==> src/rtl/strided_bitset_next_member_unit_assert.svh <==
// assertion macros shared by the strided bitset modules
// no dependencies; included by the modules that carry assertions
`ifndef STRIDED_BITSET_NEXT_MEMBER_UNIT_ASSERT_SVH
`define STRIDED_BITSET_NEXT_MEMBER_UNIT_ASSERT_SVH
`ifndef SYNTHESIS
// same-cycle implication
`define SBNM_ASSERT_IMP(name, clk, rst, ante, cons) \
   name: assert property (@(posedge clk) disable iff (rst) (ante) |-> (cons)) \
      else $error("sbnm assertion failed");
// next-cycle implication
`define SBNM_ASSERT_NXT(name, clk, rst, ante, cons) \
   name: assert property (@(posedge clk) disable iff (rst) (ante) |=> (cons)) \
      else $error("sbnm assertion failed");
`else
`define SBNM_ASSERT_IMP(name, clk, rst, ante, cons)
`define SBNM_ASSERT_NXT(name, clk, rst, ante, cons)
`endif
`endif

==> src/rtl/sbnm_pkg.sv <==
// shared constants, codes and types for the strided bitset unit
// no dependencies
package sbnm_pkg;

   // set geometry
   localparam int SetBits = 64;
   localparam int IdxW    = $clog2(SetBits);
   localparam int CntW    = $clog2(SetBits + 1);
   localparam int ValW    = 8;
   localparam int OutCntW = 7;
   localparam int CsrIdxW = 1;

   // item kinds
   localparam logic [1:0] KindClear = 2'd0;
   localparam logic [1:0] KindAdd   = 2'd1;
   localparam logic [1:0] KindQuery = 2'd2;

   // result status
   localparam logic StatusOk  = 1'b0;
   localparam logic StatusBad = 1'b1;

   // register indexes
   localparam logic [CsrIdxW-1:0] RegLowest  = 1'd0;
   localparam logic [CsrIdxW-1:0] RegHighest = 1'd1;

   // derived configuration view
   typedef struct packed {
      logic [ValW-1:0] lowest;
      logic [ValW-1:0] top;
      logic [CntW-1:0] span;
      logic            ok;
   } cfg_info_type;

   // bitset update command
   typedef struct packed {
      logic            clear;
      logic            set;
      logic [IdxW-1:0] idx;
   } set_cmd_type;

endpackage

==> src/rtl/sbnm_csr.sv <==
// configuration registers and derived range limits
// depends on sbnm_pkg
module sbnm_csr (
   input  logic                           clock,
   input  logic                           reset,
   input  logic                           csr_write,
   input  logic [sbnm_pkg::CsrIdxW-1:0]   csr_index,
   input  logic [sbnm_pkg::ValW-1:0]      csr_wdata,
   output sbnm_pkg::cfg_info_type         cfg,
   output logic                           cfg_clear
);

   logic [sbnm_pkg::ValW-1:0] lowest_ff, lowest_in;
   logic [sbnm_pkg::ValW-1:0] highest_ff, highest_in;
   logic [sbnm_pkg::ValW:0]   limit;
   logic [sbnm_pkg::ValW-1:0] top;
   logic [sbnm_pkg::ValW-1:0] span_raw;

   // register writes
   always_comb begin
      lowest_in  = lowest_ff;
      highest_in = highest_ff;
      cfg_clear  = 1'b0;
      if (csr_write) begin
         case (csr_index)
            sbnm_pkg::RegLowest: begin
               lowest_in = csr_wdata;
               cfg_clear = 1'b1;
            end
            sbnm_pkg::RegHighest: begin
               highest_in = csr_wdata;
               cfg_clear  = 1'b1;
            end
            default: begin
               cfg_clear = 1'b0;
            end
         endcase
      end
   end

   always_ff @(posedge clock) begin
      if (reset) begin
         lowest_ff  <= '0;
         highest_ff <= 8'd59;
      end else begin
         lowest_ff  <= lowest_in;
         highest_ff <= highest_in;
      end
   end

   // usable top clipped to the set size
   assign limit    = {1'b0, lowest_ff} + (sbnm_pkg::ValW + 1)'(sbnm_pkg::SetBits - 1);
   assign top      = ({1'b0, highest_ff} < limit) ? highest_ff
                                                  : limit[sbnm_pkg::ValW-1:0];
   assign span_raw = top - lowest_ff + 8'd1;

   assign cfg.lowest = lowest_ff;
   assign cfg.top    = top;
   assign cfg.span   = (highest_ff >= lowest_ff) ? span_raw[sbnm_pkg::CntW-1:0] : '0;
   assign cfg.ok     = (highest_ff >= lowest_ff);

endmodule

==> src/rtl/sbnm_bitset.sv <==
// membership bits with running population count
// depends on sbnm_pkg and the assertion header
`include "strided_bitset_next_member_unit_assert.svh"
module sbnm_bitset (
   input  logic                          clock,
   input  logic                          reset,
   input  sbnm_pkg::set_cmd_type         cmd,
   input  logic [sbnm_pkg::IdxW-1:0]     rd_idx,
   output logic                          rd_bit,
   output logic [sbnm_pkg::CntW-1:0]     population
);

   logic [sbnm_pkg::SetBits-1:0] member_ff, member_in;
   logic [sbnm_pkg::CntW-1:0]    pop_ff, pop_in;

   // clear wins over set; population counts only fresh bits
   always_comb begin
      member_in = member_ff;
      pop_in    = pop_ff;
      if (cmd.clear) begin
         member_in = '0;
         pop_in    = '0;
      end else if (cmd.set && !member_ff[cmd.idx]) begin
         member_in[cmd.idx] = 1'b1;
         pop_in             = pop_ff + 1'b1;
      end
   end

   always_ff @(posedge clock) begin
      if (reset) begin
         member_ff <= '0;
         pop_ff    <= '0;
      end else begin
         member_ff <= member_in;
         pop_ff    <= pop_in;
      end
   end

   assign rd_bit     = member_ff[rd_idx];
   assign population = pop_ff;

   // checks
   `SBNM_ASSERT_NXT(a_clear_empties, clock, reset, cmd.clear, pop_ff == '0 && member_ff == '0)
   `SBNM_ASSERT_IMP(a_pop_bounded, clock, reset, 1'b1, pop_ff <= sbnm_pkg::CntW'(sbnm_pkg::SetBits))

endmodule

==> src/rtl/sbnm_seq.sv <==
// item sequencer with one shared adder for range walk and member scan
// depends on sbnm_pkg and the assertion header
`include "strided_bitset_next_member_unit_assert.svh"
module sbnm_seq (
   input  logic                          clock,
   input  logic                          reset,
   input  logic                          req_valid,
   output logic                          req_stall,
   input  logic [1:0]                    req_kind,
   input  logic [sbnm_pkg::ValW-1:0]     req_range_low,
   input  logic [sbnm_pkg::ValW-1:0]     req_range_high,
   input  logic [sbnm_pkg::ValW-1:0]     req_stride,
   input  logic [sbnm_pkg::ValW-1:0]     req_probe_value,
   output logic                          rsp_valid,
   input  logic                          rsp_stall,
   output logic                          rsp_status,
   output logic                          rsp_is_member,
   output logic [sbnm_pkg::OutCntW-1:0]  rsp_distance_next,
   output logic [sbnm_pkg::OutCntW-1:0]  rsp_population,
   input  sbnm_pkg::cfg_info_type        cfg,
   input  logic                          rd_bit,
   input  logic [sbnm_pkg::CntW-1:0]     population,
   output sbnm_pkg::set_cmd_type         cmd,
   output logic [sbnm_pkg::IdxW-1:0]     rd_idx
);

   localparam logic [2:0] StIdle  = 3'd0;
   localparam logic [2:0] StCheck = 3'd1;
   localparam logic [2:0] StAdd   = 3'd2;
   localparam logic [2:0] StScan  = 3'd3;
   localparam logic [2:0] StDone  = 3'd4;

   logic [2:0]                    state_ff, state_in;
   logic [1:0]                    kind_ff, kind_in;
   logic [sbnm_pkg::ValW-1:0]     lo_ff, lo_in;
   logic [sbnm_pkg::ValW-1:0]     hi_ff, hi_in;
   logic [sbnm_pkg::ValW-1:0]     stride_ff, stride_in;
   logic [sbnm_pkg::ValW-1:0]     probe_ff, probe_in;
   logic [sbnm_pkg::ValW:0]       walk_ff, walk_in;
   logic [sbnm_pkg::IdxW-1:0]     scan_idx_ff, scan_idx_in;
   logic [sbnm_pkg::CntW-1:0]     scan_dist_ff, scan_dist_in;
   logic                          res_status_ff, res_status_in;
   logic                          res_member_ff, res_member_in;
   logic [sbnm_pkg::CntW-1:0]     res_dist_ff, res_dist_in;
   logic                          rsp_valid_ff, rsp_valid_in;
   logic                          rsp_status_ff, rsp_status_in;
   logic                          rsp_member_ff, rsp_member_in;
   logic [sbnm_pkg::OutCntW-1:0]  rsp_dist_ff, rsp_dist_in;
   logic [sbnm_pkg::OutCntW-1:0]  rsp_pop_ff, rsp_pop_in;

   logic [sbnm_pkg::ValW-1:0]     probe_off;
   logic [sbnm_pkg::IdxW-1:0]     off;
   logic [sbnm_pkg::ValW:0]       walk_off;
   logic [sbnm_pkg::IdxW-1:0]     add_idx;
   logic                          add_bad;
   logic                          query_bad;
   logic [sbnm_pkg::ValW:0]       add_a;
   logic [sbnm_pkg::ValW:0]       add_b;
   logic [sbnm_pkg::ValW:0]       add_sum;
   logic                          at_last;
   logic [sbnm_pkg::IdxW-1:0]     idx_next;

   // offsets into the bitset
   assign probe_off = probe_ff - cfg.lowest;
   assign off       = probe_off[sbnm_pkg::IdxW-1:0];
   assign walk_off  = walk_ff - {1'b0, cfg.lowest};
   assign add_idx   = walk_off[sbnm_pkg::IdxW-1:0];

   // argument checks
   assign add_bad   = !cfg.ok || (lo_ff > hi_ff) || (stride_ff == '0)
                      || (lo_ff < cfg.lowest) || (hi_ff > cfg.top);
   assign query_bad = !cfg.ok || (probe_ff < cfg.lowest) || (probe_ff > cfg.top);

   // shared adder: stride step while adding, index step while checking and scanning
   always_comb begin
      case (state_ff)
         StAdd: begin
            add_a = walk_ff;
            add_b = {1'b0, stride_ff};
         end
         StCheck: begin
            add_a = (sbnm_pkg::ValW + 1)'(off);
            add_b = (sbnm_pkg::ValW + 1)'(1);
         end
         default: begin
            add_a = (sbnm_pkg::ValW + 1)'(scan_idx_ff);
            add_b = (sbnm_pkg::ValW + 1)'(1);
         end
      endcase
   end

   assign add_sum  = add_a + add_b;
   assign at_last  = (add_a == (sbnm_pkg::ValW + 1)'(cfg.span - 1'b1));
   assign idx_next = at_last ? '0 : add_sum[sbnm_pkg::IdxW-1:0];

   assign rd_idx = (state_ff == StCheck) ? off : scan_idx_ff;

   // sequencer
   always_comb begin
      state_in      = state_ff;
      kind_in       = kind_ff;
      lo_in         = lo_ff;
      hi_in         = hi_ff;
      stride_in     = stride_ff;
      probe_in      = probe_ff;
      walk_in       = walk_ff;
      scan_idx_in   = scan_idx_ff;
      scan_dist_in  = scan_dist_ff;
      res_status_in = res_status_ff;
      res_member_in = res_member_ff;
      res_dist_in   = res_dist_ff;
      rsp_valid_in  = rsp_valid_ff && rsp_stall;
      rsp_status_in = rsp_status_ff;
      rsp_member_in = rsp_member_ff;
      rsp_dist_in   = rsp_dist_ff;
      rsp_pop_in    = rsp_pop_ff;
      cmd           = '0;

      case (state_ff)
         StIdle: begin
            if (req_valid) begin
               kind_in   = req_kind;
               lo_in     = req_range_low;
               hi_in     = req_range_high;
               stride_in = req_stride;
               probe_in  = req_probe_value;
               state_in  = StCheck;
            end
         end
         StCheck: begin
            res_status_in = sbnm_pkg::StatusOk;
            res_member_in = 1'b0;
            res_dist_in   = '0;
            state_in      = StDone;
            case (kind_ff)
               sbnm_pkg::KindClear: begin
                  cmd.clear = 1'b1;
               end
               sbnm_pkg::KindAdd: begin
                  if (add_bad) begin
                     res_status_in = sbnm_pkg::StatusBad;
                  end else begin
                     walk_in  = {1'b0, lo_ff};
                     state_in = StAdd;
                  end
               end
               sbnm_pkg::KindQuery: begin
                  if (query_bad) begin
                     res_status_in = sbnm_pkg::StatusBad;
                  end else begin
                     res_member_in = rd_bit;
                     if (population != '0) begin
                        scan_idx_in  = idx_next;
                        scan_dist_in = sbnm_pkg::CntW'(1);
                        state_in     = StScan;
                     end
                  end
               end
               default: begin
                  res_status_in = sbnm_pkg::StatusBad;
               end
            endcase
         end
         StAdd: begin
            if (walk_ff <= {1'b0, hi_ff}) begin
               cmd.set = 1'b1;
               cmd.idx = add_idx;
               walk_in = add_sum;
            end else begin
               state_in = StDone;
            end
         end
         StScan: begin
            if (rd_bit) begin
               res_dist_in = scan_dist_ff;
               state_in    = StDone;
            end else begin
               scan_idx_in  = idx_next;
               scan_dist_in = scan_dist_ff + 1'b1;
            end
         end
         StDone: begin
            if (!rsp_valid_ff || !rsp_stall) begin
               rsp_valid_in  = 1'b1;
               rsp_status_in = res_status_ff;
               rsp_member_in = res_member_ff;
               rsp_dist_in   = sbnm_pkg::OutCntW'(res_dist_ff);
               rsp_pop_in    = sbnm_pkg::OutCntW'(population);
               state_in      = StIdle;
            end
         end
         default: begin
            state_in = StIdle;
         end
      endcase
   end

   // control registers
   always_ff @(posedge clock) begin
      if (reset) begin
         state_ff     <= StIdle;
         rsp_valid_ff <= 1'b0;
      end else begin
         state_ff     <= state_in;
         rsp_valid_ff <= rsp_valid_in;
      end
   end

   // payload registers
   always_ff @(posedge clock) begin
      kind_ff       <= kind_in;
      lo_ff         <= lo_in;
      hi_ff         <= hi_in;
      stride_ff     <= stride_in;
      probe_ff      <= probe_in;
      walk_ff       <= walk_in;
      scan_idx_ff   <= scan_idx_in;
      scan_dist_ff  <= scan_dist_in;
      res_status_ff <= res_status_in;
      res_member_ff <= res_member_in;
      res_dist_ff   <= res_dist_in;
      rsp_status_ff <= rsp_status_in;
      rsp_member_ff <= rsp_member_in;
      rsp_dist_ff   <= rsp_dist_in;
      rsp_pop_ff    <= rsp_pop_in;
   end

   assign req_stall         = (state_ff != StIdle);
   assign rsp_valid         = rsp_valid_ff;
   assign rsp_status        = rsp_status_ff;
   assign rsp_is_member     = rsp_member_ff;
   assign rsp_distance_next = rsp_dist_ff;
   assign rsp_population    = rsp_pop_ff;

   // checks
   `SBNM_ASSERT_NXT(a_accept_to_check, clock, reset, req_valid && !req_stall, state_ff == StCheck)
   `SBNM_ASSERT_IMP(a_scan_nonempty, clock, reset, state_ff == StScan, population != '0)
   `SBNM_ASSERT_IMP(a_scan_within_span, clock, reset, state_ff == StScan, scan_dist_ff <= cfg.span)

endmodule

==> src/rtl/strided_bitset_next_member_unit.sv <==
// Strided membership set over lowest_value..highest_value (at most 64 values),
// one item at a time. A clear or error item goes from acceptance through a
// check state to a done state, which loads its result into the output register
// once the output is free; a query on a non-empty set scans bit positions until
// it reaches the next member (up to the span, 64 at most); a strided add walks
// the range after the check, setting one value per step (up to 64). The
// range walk and the member scan each advance one position a cycle through one
// shared adder. The input stalls until the item's result has been loaded into
// the output register. Writing either register empties the set.
// depends on sbnm_pkg, sbnm_csr, sbnm_bitset and sbnm_seq
module strided_bitset_next_member_unit (
   input  logic                          clock,
   input  logic                          reset,
   input  logic                          csr_write,
   input  logic [sbnm_pkg::CsrIdxW-1:0]  csr_index,
   input  logic [sbnm_pkg::ValW-1:0]     csr_wdata,
   input  logic                          req_valid,
   output logic                          req_stall,
   input  logic [1:0]                    req_kind,
   input  logic [sbnm_pkg::ValW-1:0]     req_range_low,
   input  logic [sbnm_pkg::ValW-1:0]     req_range_high,
   input  logic [sbnm_pkg::ValW-1:0]     req_stride,
   input  logic [sbnm_pkg::ValW-1:0]     req_probe_value,
   output logic                          rsp_valid,
   input  logic                          rsp_stall,
   output logic                          rsp_status,
   output logic                          rsp_is_member,
   output logic [sbnm_pkg::OutCntW-1:0]  rsp_distance_next,
   output logic [sbnm_pkg::OutCntW-1:0]  rsp_population
);

   sbnm_pkg::cfg_info_type        cfg;
   logic                          cfg_clear;
   sbnm_pkg::set_cmd_type         seq_cmd;
   sbnm_pkg::set_cmd_type         set_cmd;
   logic [sbnm_pkg::IdxW-1:0]     rd_idx;
   logic                          rd_bit;
   logic [sbnm_pkg::CntW-1:0]     population;

   // configuration registers
   sbnm_csr u_csr (
      .clock     (clock),
      .reset     (reset),
      .csr_write (csr_write),
      .csr_index (csr_index),
      .csr_wdata (csr_wdata),
      .cfg       (cfg),
      .cfg_clear (cfg_clear)
   );

   // a register write also empties the set
   always_comb begin
      set_cmd       = seq_cmd;
      set_cmd.clear = seq_cmd.clear | cfg_clear;
   end

   sbnm_bitset u_bitset (
      .clock      (clock),
      .reset      (reset),
      .cmd        (set_cmd),
      .rd_idx     (rd_idx),
      .rd_bit     (rd_bit),
      .population (population)
   );

   sbnm_seq u_seq (
      .clock             (clock),
      .reset             (reset),
      .req_valid         (req_valid),
      .req_stall         (req_stall),
      .req_kind          (req_kind),
      .req_range_low     (req_range_low),
      .req_range_high    (req_range_high),
      .req_stride        (req_stride),
      .req_probe_value   (req_probe_value),
      .rsp_valid         (rsp_valid),
      .rsp_stall         (rsp_stall),
      .rsp_status        (rsp_status),
      .rsp_is_member     (rsp_is_member),
      .rsp_distance_next (rsp_distance_next),
      .rsp_population    (rsp_population),
      .cfg               (cfg),
      .rd_bit            (rd_bit),
      .population        (population),
      .cmd               (seq_cmd),
      .rd_idx            (rd_idx)
   );

endmodule
==> config.mk <==
export PLATFORM = sky130hd
export DESIGN_NAME = strided_bitset_next_member_unit
export DESIGN_NICKNAME = d
export VERILOG_FILES = /design/src/rtl/sbnm_pkg.sv /design/src/rtl/sbnm_csr.sv /design/src/rtl/sbnm_bitset.sv /design/src/rtl/sbnm_seq.sv /design/src/rtl/strided_bitset_next_member_unit.sv
export VERILOG_INCLUDE_DIRS = /design/src /design/src/rtl
export SDC_FILE = /design/constraint.sdc
export NUM_CORES = 1
export LEC_CHECK = 0
export ABC_AREA = 1
export BUFFER_PORTS_ARGS = -buffer_cell sky130_fd_sc_hd__buf_2
export CELL_PAD_IN_SITES_DETAIL_PLACEMENT = 0
export CELL_PAD_IN_SITES_GLOBAL_PLACEMENT = 1
export CORE_UTILIZATION = 30
export CTS_CLUSTER_SIZE = 12
export DETAILED_ROUTE_END_ITERATION = 12
export PLACE_DENSITY_LB_ADDON = 0.1
export SLEW_MARGIN = 40
export SYNTH_ARGS = -nofsm -noshare
export SYNTH_HDL_FRONTEND = slang
export SYNTH_HIERARCHICAL = 1
export SYNTH_SLANG_ARGS = --single-unit
==> constraint.sdc <==
create_clock -name clock -period 5.6 [get_ports clock]
set_clock_uncertainty 0.05 [all_clocks]
set_input_delay 1.12 -clock clock [delete_from_list [all_inputs] [get_ports clock]]
set_output_delay 1.12 -clock clock [all_outputs]
set_load 0.01 [all_outputs]
-- Yosys cells after proc, flatten, opt, wreduce, memory -nomap -nowiden
Cells that the tools add are included.
- mux-type cells: 47
- bitwise operators: 4
- $add $sub $neg: 9
- reductions and logical operators: 31
- $lt $le $gt $ge: 11
- eq/ne operators: 18
- operator list (operator ; count):
    $or 64x64->64 ; 1
    $mux 7 ; 8
    $mux 6 ; 6
    $pmux 9 s2 ; 2
    $pmux 7 s2 ; 2
    $mux 9 ; 3
    $gt 8x8->1 ; 3
    $add 7x1->7 const B ; 3
    $mux 3 ; 7
    $lt 8x8->1 ; 2
    $mux 8 ; 2
    $ne 2x2->1 const B ; 8
    $pmux 3 s5 ; 1
    $lt 6x7->1 const B ; 2
    $bmux 1 s6 ; 2
    $pmux 6 s2 ; 1
    $sub 6x6->6 ; 2
    $mux 1 ; 10
    $reduce_and 2->1 ; 5
    $add 8x6->9 const B ; 1
    $add 9x8->9 ; 1
    $eq 9x9->1 ; 1
    $le 9x8->1 ; 1
    $lt 8x9->1 ; 1
    27 further kinds ; 45
- output and inout port bits: 18
- input port bits: 48
- bits in registers: 172

-- Logic depth before layout (Yosys ltp)
Gate-level depths: netlist of run 1.
- depth after elaboration: 13
- mapped depth: 32
- gate-level depth less buffers: 32

-- By module
The synthesis of run 1 kept the hierarchy.
- modules (own cells, without submodules) (module ; cells each ; times used ; area each (sq um) ; sequential area each (sq um)):
    sbnm_seq ; 585 ; 1 ; 5397.7 ; 2512.4
    sbnm_bitset ; 676 ; 1 ; 4187.8 ; 1421.4
    sbnm_csr ; 216 ; 1 ; 1549.0 ; 320.3
    strided_bitset_next_member_unit ; 3 ; 1 ; 11.3 ; 0.0

-- Least setup slack after synthesis of run 1
Ideal clock, no wire load.
- kind: reg-to-reg
- start point: register u_csr/lowest_ff[0] in the netlist's numbering
- end point: register u_seq/scan_idx_ff[0] in the netlist's numbering, data pin
- stages on the path, launching flop included: 28
- required time: 5291 ps
- clock period less this slack: 4525 ps
- data arrival time: 4216 ps
- setup slack: 1075 ps
- library setup time: 259 ps
- cell sequence: dfxtp_1 > inv_1 > ha_1 > nand3_2 > xor2_1 > ha_1 > a21oi_1 > nor2_1 > o21ai_2 > nand2_4 > buf_8 > nand2_1 > o21ai_1 > ha_1 > ha_1 > fa_1 > or2_2 > nand3_1 > inv_1 > nor2_1 > nand2_1 > nor3_1 > xnor2_1 > o21ai_0 > nor2_1 > nand4_1 > nor2_2 > nor2_1
- RTL lines (element ; line ; source):
    start, declared ; sbnm_csr.sv:13 ; logic [sbnm_pkg::ValW-1:0] lowest_ff, lowest_in;
    start signal, assigned ; sbnm_csr.sv:46 ; lowest_ff <= lowest_in;
    end signal, assigned ; sbnm_seq.sv:217 ; scan_idx_ff <= scan_idx_in;
    end, declared ; sbnm_seq.sv:40 ; logic [sbnm_pkg::IdxW-1:0] scan_idx_ff, scan_idx_in;

==> results of run 1 <==
worst min path at each step:
stage | from | end | slack, ps | depth (start not counted)
3_5_place_dp | u_seq/res_status_ff$_DFFE_PP_ | u_seq/rsp_status$_DFFE_PP_ | 360 | 0
5_1_grt | u_seq/res_member_ff$_SDFFCE_PP0P_ | u_seq/rsp_is_member$_DFFE_PP_ | 380 | 0
2_1_floorplan | u_seq/res_dist_ff[0]$_SDFFCE_PP0P_ | u_seq/rsp_distance_next[0]$_DFFE_PP_ | 350 | 0
6_report | u_seq/res_dist_ff[6]$_SDFFCE_PP0P_ | u_seq/rsp_distance_next[6]$_DFFE_PP_ | 370 | 0
3_3_place_gp | u_seq/res_dist_ff[6]$_SDFFCE_PP0P_ | u_seq/rsp_distance_next[6]$_DFFE_PP_ | 360 | 0
4_1_cts | u_seq/res_status_ff$_DFFE_PP_ | u_seq/rsp_status$_DFFE_PP_ | 380 | 0
power groups by stage:
stage               registers (mW)  clock network [mW]  logic [mW]
CTS                           1.42                1.41        1.06
detailed placement            1.45                   0        1.06
floorplan                     1.43                   0       0.790
global route                  1.42                1.46        1.21
finish                        1.42                1.37        1.04
global placement              1.45                   0        1.05
stage by stage:
step           cell area [um2]  setup slack [ps]
4_1_cts                  12600             398.9
6_report                 12610             515.9
3_3_place_gp             11920             576.7
5_1_grt                  12610             4.267
3_5_place_dp             11940             410.9
2_1_floorplan            11150              1075
routing by layer:
layer / track usage [%] / wire (um) / up-vias
met1: 23.49 / 15760 / 4452
met2: 32.78 / 16720 / 116
li1: - / - / 4982
met3: 2.395 / 740 / 29
met4: 6.037 / 552 / 0
met5: 0 / 0 / -
cells in the final DEF (no fill, tap or decap), types with 4 or more instances in the layout:
master,instances
nor2_2,13
o21a_1,4
nor3_1,18
edfxtp_1,81
nand3_1,132
fa_1,4
a21oi_2,4
o21ai_0,62
buf_2,65
a31oi_1,4
nor2_1,140
o211ai_1,18
or2_2,7
xor2_1,12
buf_4,13
a21oi_1,151
nand4_1,17
clkbuf_16,17
dfxtp_1,91
o21ai_1,8
nand2_2,6
nand2_1,292
ha_1,94
inv_2,8
nand3b_1,4
bufinv_16,5
xnor2_1,17
inv_1,211
sequential cells by signal, indices dropped and copies added, names as in the netlist:
| signal | cells |
|---|---|
| u_seq/stride_ff | 8 |
| u_seq/rsp_valid | 1 |
| u_bitset/member_ff | 64 |
| u_seq/res_dist_ff | 7 |
| u_seq/scan_dist_ff | 7 |
| u_seq/res_member_ff | 1 |
| u_seq/probe_ff | 8 |
| u_seq/rsp_status | 1 |
| u_csr/lowest_ff | 8 |
| u_seq/hi_ff | 8 |
| u_seq/rsp_is_member | 1 |
| u_seq/rsp_distance_next | 7 |
| u_seq/state_ff | 3 |
| u_seq/lo_ff | 8 |
| u_csr/highest_ff | 8 |
| u_seq/walk_ff | 9 |
| u_seq/res_status_ff | 1 |
| u_seq/scan_idx_ff | 6 |
| u_seq/kind_ff | 2 |
| u_seq/rsp_population | 7 |
| u_bitset/population | 7 |
cell usage after synthesis, types with 18 or more instances:
cell,number
nand2_1,292
inv_1,211
a21oi_1,151
nor2_1,143
nand3_1,132
ha_1,94
dfxtp_1,91
edfxtp_1,81
o21ai_0,65
clkbuf_1,23
nor3_1,18
o211ai_1,18
logic make-up (layout without fill, tap and decap cells):
logic type | count (synthesis) | in the layout | synth area share [%]
adders and majority gates | 98 | 98 | 11.27
DFF | 172 | 172 | 38.17
xor gates and xnor gates | 31 | 31 | 2.503
and+or+nand+nor | 647 | 647 | 25.27
AOI/OAI and AO/OA | 263 | 263 | 12.92
buffers and inverters | 269 | 331 | 9.867
final cells by class:
class,count,area share [%]
multi-input combinational,1039,46.21
sequential,172,33.74
inverter,219,6.520
tap,468,4.644
timing repair buffer,80,3.632
clock buffer,17,3.374
clock inverter,15,1.876
==> summary.md, run 1 <==
| Metric | Value |
|---|---|
| Status | `finished clean` |
| Setup crit start | `u_csr/lowest_ff[0]$_SDFFE_PP0P_` |
| Syn. warnings | `6` |
| Number of cells on the critical path | `26` |
| Number of synthesized flops with an enable pin | `81` |
| Leakage power | `roughly 5.3 nW` |
| Clock Sinks | `172` |
| Setup TNS | `0 ps` |
| Cell area power density | `roughly 300 mW/mm2` |
| Worst Setup EP | `u_seq/scan_idx_ff[5]$_SDFFCE_PN0P_` |
| Max VDD drop | `about 0.00021 V` |
| Nets | `1675` |
| Utilization after layout | `around 34%` |
| Buffers on Ports | `65` |
| DR WL/cell | `about 17 um` |
| Rel. slew slack | `between 40% and 50%` |
| CP max FO | `16` |
| Post-synth top area share | `between 20 and 25%` |
| Resized cells post-CTS | `0` |
| Die W | `~190 um` |
| CP Launch Type | `register` |
| Worst Path Required | `around 5800 ps` |
| Post-Layout Cell Count | `approximately 2000` |
| Crit path max-delay cell type | `dfxtp_1` |
| Antenna Violating Nets Remaining | `0` |
| Clock share of power | `a little over a third` |
| Vias per std cell | `4.766` |
| Number of distinct library cells after synthesis | `49` |
| Setup violations, final | `0` |
| Total grt overflow | `0` |
| Slew Limit Fails | `0` |
| Hold Path Class | `register to register` |
| CORE AREA | `between 0.03 and 0.04 mm2` |
| DR DRC count | `0` |
| Crit path DAT | `approximately 5200 ps` |
| Area occupied by multi-input gates | `around 0.006 mm2` |
| Syn Std Cell Area | `0.01115 mm2` |
| Gpl congestion | `approximately 0.82` |
| First-pass GRT wire length | `roughly 54 mm` |
| Worst-Margin Slew | `between 800 and 900 ps` |
| Hpwl dp | `25.05 mm` |
| Largest net degree at the start of global routing | `71` |
| Min Hold Slack | `approximately 370 ps` |
| P_sw | `between 1 and 1.5 mW` |
| Number of H-tree levels | `4` |
| Top achievable clock speed | `0.1967 GHz` |
| Max incr delay on CP | `approximately 420 ps` |
| Hold Fails Final Rpt | `0` |
| IO Pins | `66` |
| Fill cell count | `about 4000` |
| CP most frequent cell | `ha_1` |
| Critical path's top delay family | `simple AND/OR/NAND/NOR gates` |
| Critical path type | `register to register` |
| Layout cells sized above 1 | `between 10% and 20%` |
| Overall power | `3.833 mW` |
| Post-CTS Setup Repair Bufs | `0` |
| Storage cell area | `around 0.0043 mm2` |
| Row count | `70` |
| P_int | `approximately 2.6 mW` |
| Synth-to-Final Area Change | `13.12%` |
| FF-to-FF End | `u_seq/scan_idx_ff[5]$_SDFFCE_PN0P_` |
| Die area | `0.03793 mm2` |
| R2R Setup Slk | `520 ps` |
| Final WL | `roughly 34 mm` |
| Clock period minus worst slack | `5084 ps` |
| DRT Pass-1 Iters | `5` |
| CP endpoint kind | `register` |
| Final Cycle Share | `90.79%` |
| Synth top area cells | `edfxtp_1 (22%), dfxtp_1 (16%), ha_1 (11%)` |
| Initial antenna violation count | `0` |
| Hold buffers post-CTS | `0` |
| Sequential power share | `around 37%` |
| Worst-Skew Late Latency | `460 ps` |
| Reg2Reg Launch Point | `u_csr/lowest_ff[0]$_SDFFE_PP0P_` |
| Antenna cells | `0` |
| Post-Syn Area per Cell | `about 7.5 um2` |
| Clock buffer depth | `2` |
| Cell count after synthesis | `approximately 1500` |
| CTS clk-pin slew, worst paths | `70 ps` |
| Gate power share | `a little over a quarter` |
| Ys async rst share | `0%` |
| Primary FF master, synth | `dfxtp_1` |
| Syn Nets | `between 1500 and 2000` |
| Synth area leader | `edfxtp_1` |
| Vias | `roughly 9600` |
| CTS tree | `done` |
| Iteration-0 DRC Markers | `494` |
| Die Span Y | `around 190 um` |
| Max-capacitance violation count | `0` |
| Unrepaired setup endpoints after global routing | `false` |
| Critical path buffer and inverter count | `3` |
| Switch share | `32.92%` |
| Post-synthesis sequential area ratio | `between 30% and 40%` |
| Vias in the first global route | `9600` |
| Total GRT Usage | `18.63%` |
| Starting Density | `between 30% and 40%` |
| Yosys reg bits | `about 170` |
| CTS buffer count | `17` |
| Placed cells | `roughly 2000` |
| Reg2reg path depth | `26` |
| Root Driver | `clkbuf_16` |
Power figures use the tool's default switching activity.
==> inputs of run 2 (changes only) <==
- BUFFER_PORTS_ARGS: -buffer_cell sky130_fd_sc_hd__buf_2 -> unset
- DONT_BUFFER_PORTS: unset -> 1
==> run 2 against run 1 <==
Effect of this change:
- final area fell by 2.3%
- first-iteration DRC count is 6.5% higher
- total power shrank 1.6%
- sequential share of layout area is 0.81 points higher
- via count shrank 2.7%
- critical path depth down 1
- count of clock-buffer cells in the layout unchanged
- non-clock buffer count fell by 59
- sequential cell count did not move
- wire length is 1.1% higher
- worst hold slack got worse by 2.6 ps
- global-route usage is 0.086 points higher
- largest cell class unchanged
- largest power group unchanged
- highest routed layer unchanged
==> summary.md, run 2 (same netlist as run 1, synthesis figures left out) <==
| Metric | Value |
|---|---|
| Status | `finished clean` |
| Utilization after layout | `~34%` |
| Vias per std cell | `~4.8` |
| Crit path DAT | `approximately 5300 ps` |
| Storage cell area | `around 0.0043 mm2` |
| Overall power | `~3.8 mW` |
| Resized cells post-CTS | `0` |
| Setup ws final | `roughly 480 ps` |
| Unrepaired setup endpoints after global routing | `false` |
| DR DRC count | `0` |
| Hold buffers post-CTS | `0` |
| Rel. slew slack | `49.10%` |
| Hpwl dp | `between 20 and 30 mm` |
| Number of H-tree levels | `4` |
| Buffers on Ports | `0` |
| First-pass GRT wire length | `53.70 mm` |
| Root Driver | `clkbuf_16` |
| Final Cycle Share | `between 90% and 100%` |
| Top achievable clock speed | `between 0.15 and 0.2 GHz` |
| Clock Sinks | `172` |
| Die W | `about 200 um` |
| Worst-Margin Slew | `between 700 and 800 ps` |
| DRT Pass-1 Iters | `5` |
| CORE AREA | `roughly 0.037 mm2` |
| Vias | `slightly above 9000` |
| Iteration-0 DRC Markers | `about 530` |
| Max incr delay on CP | `440 ps` |
| Largest net degree at the start of global routing | `64` |
| IO Pins | `66` |
| Number of flip-flops in the largest register | `64` |
| CP most frequent cell | `ha_1` |
| Largest regs | `u_bitset/member_ff (64), u_seq/walk_ff (9)` |
| Total grt overflow | `0` |
| Nets | `~1600` |
| Synth-to-Final Area Change | `10.47%` |
| CTS clk-pin slew, worst paths | `about 70 ps` |
| Total GRT Usage | `approximately a fifth` |
| Die Span Y | `~200 um` |
| Initial antenna violation count | `0` |
| Worst slack at placement | `between 400 and 500 ps` |
| Clock buffer depth | `2` |
| CP Launch Type | `register` |
| Clock share of power | `about a third` |
| Fill cell count | `about 4000` |
| CP max FO | `16` |
| Vias in the first global route | `between 9000 and 10000` |
| Switch share | `between 30% and 40%` |
| Worst-Skew Late Latency | `460 ps` |
| Crit path max-delay cell type | `fa_1` |
| Final WL | `~34 mm` |
| CP endpoint kind | `register` |
| Most common cell after layout, fill and taps aside | `nand2_1` |
| P_sw | `~1.3 mW` |
| Post-CTS Setup Repair Bufs | `0` |
| Cell area power density | `between 300 and 400 mW/mm2` |
| Gpl congestion | `0.7971` |
| Row count | `70` |
| Hold Fails Final Rpt | `0` |
| Antenna cells | `0` |
| P_int | `approximately 2.5 mW` |
| Gate power share | `between 20% and 30%` |
| Most frequent cells in the layout | `nand2_1 (292), inv_1 (211), a21oi_1 (151)` |
| Setup TNS | `0 ps` |
| Area occupied by multi-input gates | `0.005824 mm2` |
| Leakage power | `roughly 5.1 nW` |
| Sequential power share | `between 30% and 40%` |
| Hold Path Class | `register to register` |
| Reg with most FFs | `u_bitset/member_ff` |
| Max-capacitance violation count | `0` |
| CTS buffer count | `17` |
| Worst Path Required | `between 5000 and 6000 ps` |
| Die area | `between 0.03 and 0.04 mm2` |
| Layout cells sized above 1 | `under 10%` |
| Setup violations, final | `0` |
| Slew Limit Fails | `0` |
| Antenna Violating Nets Remaining | `0` |
| CTS tree | `done` |
| DR WL/cell | `~18 um` |
| Starting Density | `between 30% and 40%` |
| Clock period minus worst slack | `5119 ps` |
| Critical path type | `register to register` |
| Max VDD drop | `between 0.0002 and 0.00025 V` |
==> run 2: cell count changes in the layout (fill, tap and decap cells not counted) <==
cell / change
inv_6: -1
buf_16: +1
buf_8: -1
buf_2: -65
bufinv_16: -1
xor2_1: +1
xor2_2: -1
clkinvlp_2: +1
clkinv_4: +1
nor2_2: -1
buf_4: +6
nor2_4: +1
==> run 2: stage by stage <==
step / instance area, um2 / cells / hold WS, ps
after global placement: 11650 / 1918 / 359.3
after floorplan: 11150 / 1480 / 350.3
after CTS: 12310 / 1951 / 370.5
final: 12310 / 1951 / 371.7
after global routing: 12310 / 1951 / 381.2
after detailed placement: 11680 / 1919 / 357.2
==> run 2: power by group through the flow <==
stage	logic, mW	clock network [mW]	registers (mW)
2_1_floorplan	0.790	0	1.43
3_3_place_gp	1.04	0	1.45
3_5_place_dp	1.04	0	1.45
4_1_cts	1.04	1.36	1.42
5_1_grt	1.18	1.40	1.43
6_report	1.03	1.33	1.42
==> run 2: per-layer routing <==
layer / vias to the layer above / wire (um) / share of wire [%] / global-route usage [%]
li1: 4855 / - / - / -
met5: - / 0 / 0 / 0
met4: 0 / 563 / 1.6 / 5.716
met3: 31 / 1012 / 3.0 / 3.175
met1: 4302 / 15850 / 46 / 23.42
met2: 130 / 16730 / 49 / 32.71
==> run 2: path summary, 6_finish.rpt <==
path	from	end	slack [ps]	cells after the start
setup / recovery	u_csr/lowest_ff[0]$_SDFFE_PP0P_	u_seq/scan_idx_ff[3]$_SDFFCE_PN0P_	480	25
setup reg to reg	u_csr/lowest_ff[0]$_SDFFE_PP0P_	u_seq/scan_idx_ff[3]$_SDFFCE_PN0P_	480	25
hold / removal	u_seq/res_dist_ff[3]$_SDFFCE_PP0P_	u_seq/rsp_distance_next[3]$_DFFE_PP_	370	0
hold reg to reg	u_seq/res_dist_ff[3]$_SDFFCE_PP0P_	u_seq/rsp_distance_next[3]$_DFFE_PP_	370	0
==> run 2: worst max-delay path, delay by kind of cell, from the launching register on <==
kind                       cells  cell delay (ps)
AOI/OAI and AO/OA              4              660
buffers and inverters          3              310
adders and majority gates      5             1500
DFF                            1              420
and+or+nand+nor               12             1670
xor gates and xnor gates       1              260
==> run 2: cell type report <==
| cell class | count | share of cell area (%) |
|---|---|---|
| Multi-Input combinational cell | 1039 | 47.30 |
| Timing Repair Buffer | 21 | 1.545 |
| Inverter | 219 | 6.676 |
| Clock inverter | 15 | 1.717 |
| Tap cell | 468 | 4.756 |
| Sequential cell | 172 | 34.55 |
| Clock buffer | 17 | 3.455 |
==> inputs of run 3 (changes only) <==
- RECOVER_POWER: unset -> 50
==> run 3 against run 2 <==
Effect of this change:
- sequential power about the same
- highest routed layer unchanged
- first-iteration DRC count fell by 0.19%
- final area is 0.34% lower
- largest cell class unchanged
- register-to-register slack hardly changed
- critical path type unchanged
- maximum frequency is essentially flat
- core utilization shrank 0.11 points
- die area did not move
==> summary.md, run 3 (same netlist as run 1, synthesis figures left out) <==
| Metric | Value |
|---|---|
| Status | `finished clean` |
| Setup TNS | `0 ps` |
| Vias | `9310` |
| Hold path depth | `0` |
| Design area | `0.01227 mm2` |
| Clock Sinks | `between 150 and 200` |
| Root Driver | `clkbuf_16` |
| Switch share | `33.36%` |
| CTS buffer count | `17` |
| Number of H-tree levels | `4` |
| DR WL/cell | `roughly 17 um` |
| Worst-Margin Slew | `~1400 ps` |
| Synth-to-Final Area Change | `10.10%` |
| Hold Fails Final Rpt | `0` |
| Total GRT Usage | `between 10% and 20%` |
| Nets | `roughly 1600` |
| Clock period minus worst slack | `approximately 5100 ps` |
| DRT Pass-1 Iters | `5` |
| Reg with most FFs | `u_bitset/member_ff` |
| Antenna Violating Nets Remaining | `0` |
| CP Launch Type | `register` |
| Worst-Skew Late Latency | `roughly 460 ps` |
| DR DRC count | `0` |
| Starting Density | `a little under a third` |
| Buffers on Ports | `0` |
| Row count | `70` |
| Reg2Reg Launch Point | `u_csr/lowest_ff[0]$_SDFFE_PP0P_` |
| Setup violations, final | `0` |
| Iteration-0 DRC Markers | `525` |
| R2R Setup Slk | `around 480 ps` |
| CTS tree | `done` |
| Initial antenna violation count | `0` |
| Slew Limit Fails | `0` |
| Number of flip-flops in the largest register | `64` |
| Dpl cell area | `0.01168 mm2` |
| Clock share of power | `about a third` |
| Leakage power | `5.061 nW` |
| Top achievable clock speed | `just under 0.2 GHz` |
| Hold buffers post-CTS | `0` |
| Fill cell count | `between 3000 and 4000` |
| Clock buffer depth | `2` |
| IO Pins | `66` |
| Reg2reg path depth | `25` |
| First-pass GRT wire length | `53.70 mm` |
| Min Hold Slack | `around 370 ps` |
| Max-capacitance violation count | `0` |
| Final Cycle Share | `91.48%` |
| Cell area power density | `306.8 mW/mm2` |
| Most common cell after layout, fill and taps aside | `nand2_1` |
| Die Span Y | `around 190 um` |
| CP max FO | `16` |
| Die area | `about 0.038 mm2` |
| FF-to-FF End | `u_seq/scan_idx_ff[1]$_SDFFCE_PN0P_` |
| Hold Path Origin | `u_seq/res_dist_ff[3]$_SDFFCE_PP0P_` |
| Setup crit start | `u_csr/lowest_ff[0]$_SDFFE_PP0P_` |
| Critical path type | `register to register` |
| Hold Path Sink | `u_seq/rsp_distance_next[3]$_DFFE_PP_` |
| Hpwl dp | `between 20 and 30 mm` |
| Total grt overflow | `0` |
| Vias per std cell | `approximately 4.8` |
| Unrepaired setup endpoints after global routing | `false` |
| Post-CTS Setup Repair Bufs | `0` |
| Resized cells post-CTS | `0` |
| Final WL | `34.14 mm` |
| Largest regs | `u_bitset/member_ff (64), u_seq/walk_ff (9)` |
| P_sw | `about 1.3 mW` |
| Most frequent cells in the layout | `nand2_1 (292), inv_1 (211), a21oi_1 (151)` |
| Max VDD drop | `between 0.0002 and 0.00025 V` |
| Die W | `roughly 190 um` |
| Hold Path Class | `register to register` |
| CP endpoint kind | `register` |
| Layout cells sized above 1 | `under 10%` |
| Rel. slew slack | `under 10%` |
| Largest net degree at the start of global routing | `64` |
| CORE AREA | `approximately 0.037 mm2` |
| Worst Path Required | `5760 ps` |
| P_int | `2.509 mW` |
| Crit path DAT | `~5300 ps` |
| Gate power share | `a little over a quarter` |
| Sequential power share | `roughly 38%` |
| Antenna cells | `0` |
| CTS clk-pin slew, worst paths | `around 70 ps` |
| Gpl congestion | `about 0.80` |
| Vias in the first global route | `9405` |
run 3: power by group through the flow:
| stage | logic [mW] | registers (mW) | clock network, mW |
|---|---|---|---|
| finish | 1.02 | 1.42 | 1.33 |
| global route | 1.17 | 1.43 | 1.40 |
| CTS | 1.04 | 1.42 | 1.36 |
| detailed placement | 1.04 | 1.45 | 0 |
| global placement | 1.04 | 1.45 | 0 |
| floorplan | 0.790 | 1.43 | 0 |
run 3: final cells by class:
class	instances	area [um2]	share of cell area, %
multi-input combinational	1039	5814	47.38
sequential	172	4254	34.67
inverter	219	822.0	6.699
tap	468	585.6	4.772
clock buffer	17	425.4	3.467
clock inverter	15	211.5	1.723
timing repair buffer	21	158.9	1.295
run 3: worst max-delay path: stages (launching register included):
cell	delay, ps
dfxtp_1	420
inv_1	170
ha_1	290
nand3_2	130
xor2_1	260
ha_1	290
a21oi_1	120
nor2_1	60
o21ai_2	190
nand2_4	170
o21ai_1	230
ha_1	260
inv_1	60
ha_1	220
fa_1	440
nand2_1	80
inv_1	80
or2_2	290
nor3_1	130
nand2_1	110
nor3_1	210
o21ai_0	120
nor2_1	90
nand4_1	110
nor2_2	230
nor2_1	70
run 3: worst max-delay path by stage:
stage | end | slack (ps) | depth (start not counted)
after CTS | u_seq/scan_idx_ff[1]$_SDFFCE_PN0P_ | 430 | 25
after detailed placement | u_seq/scan_idx_ff[1]$_SDFFCE_PN0P_ | 450 | 26
after global placement | u_seq/scan_idx_ff[3]$_SDFFCE_PN0P_ | 560 | 26
after global routing | u_seq/scan_idx_ff[5]$_SDFFCE_PN0P_ | 40 | 26
final | u_seq/scan_idx_ff[1]$_SDFFCE_PN0P_ | 480 | 25
after floorplan | u_seq/scan_idx_ff[0]$_SDFFCE_PN0P_ | 1070 | 27
run 3: metal layers:
metal	vias to the layer above	GRT usage (%)	wire length, um
li1	4854	-	-
met1	4298	23.42	15900
met2	127	32.71	16710
met3	31	3.175	966
met4	0	5.716	563
met5	-	0	0
run 3: metrics by stage:
stage,power [mW],instances,worst slack (ps),utilization (%)
after floorplan,2.219,1480,1075,-
after global placement,2.488,1918,562.9,31.81
after detailed placement,2.488,1919,451.8,31.89
after CTS,3.828,1951,429.6,33.63
after global routing,4.000,1951,41.04,33.52
final,3.765,1951,477.3,33.52
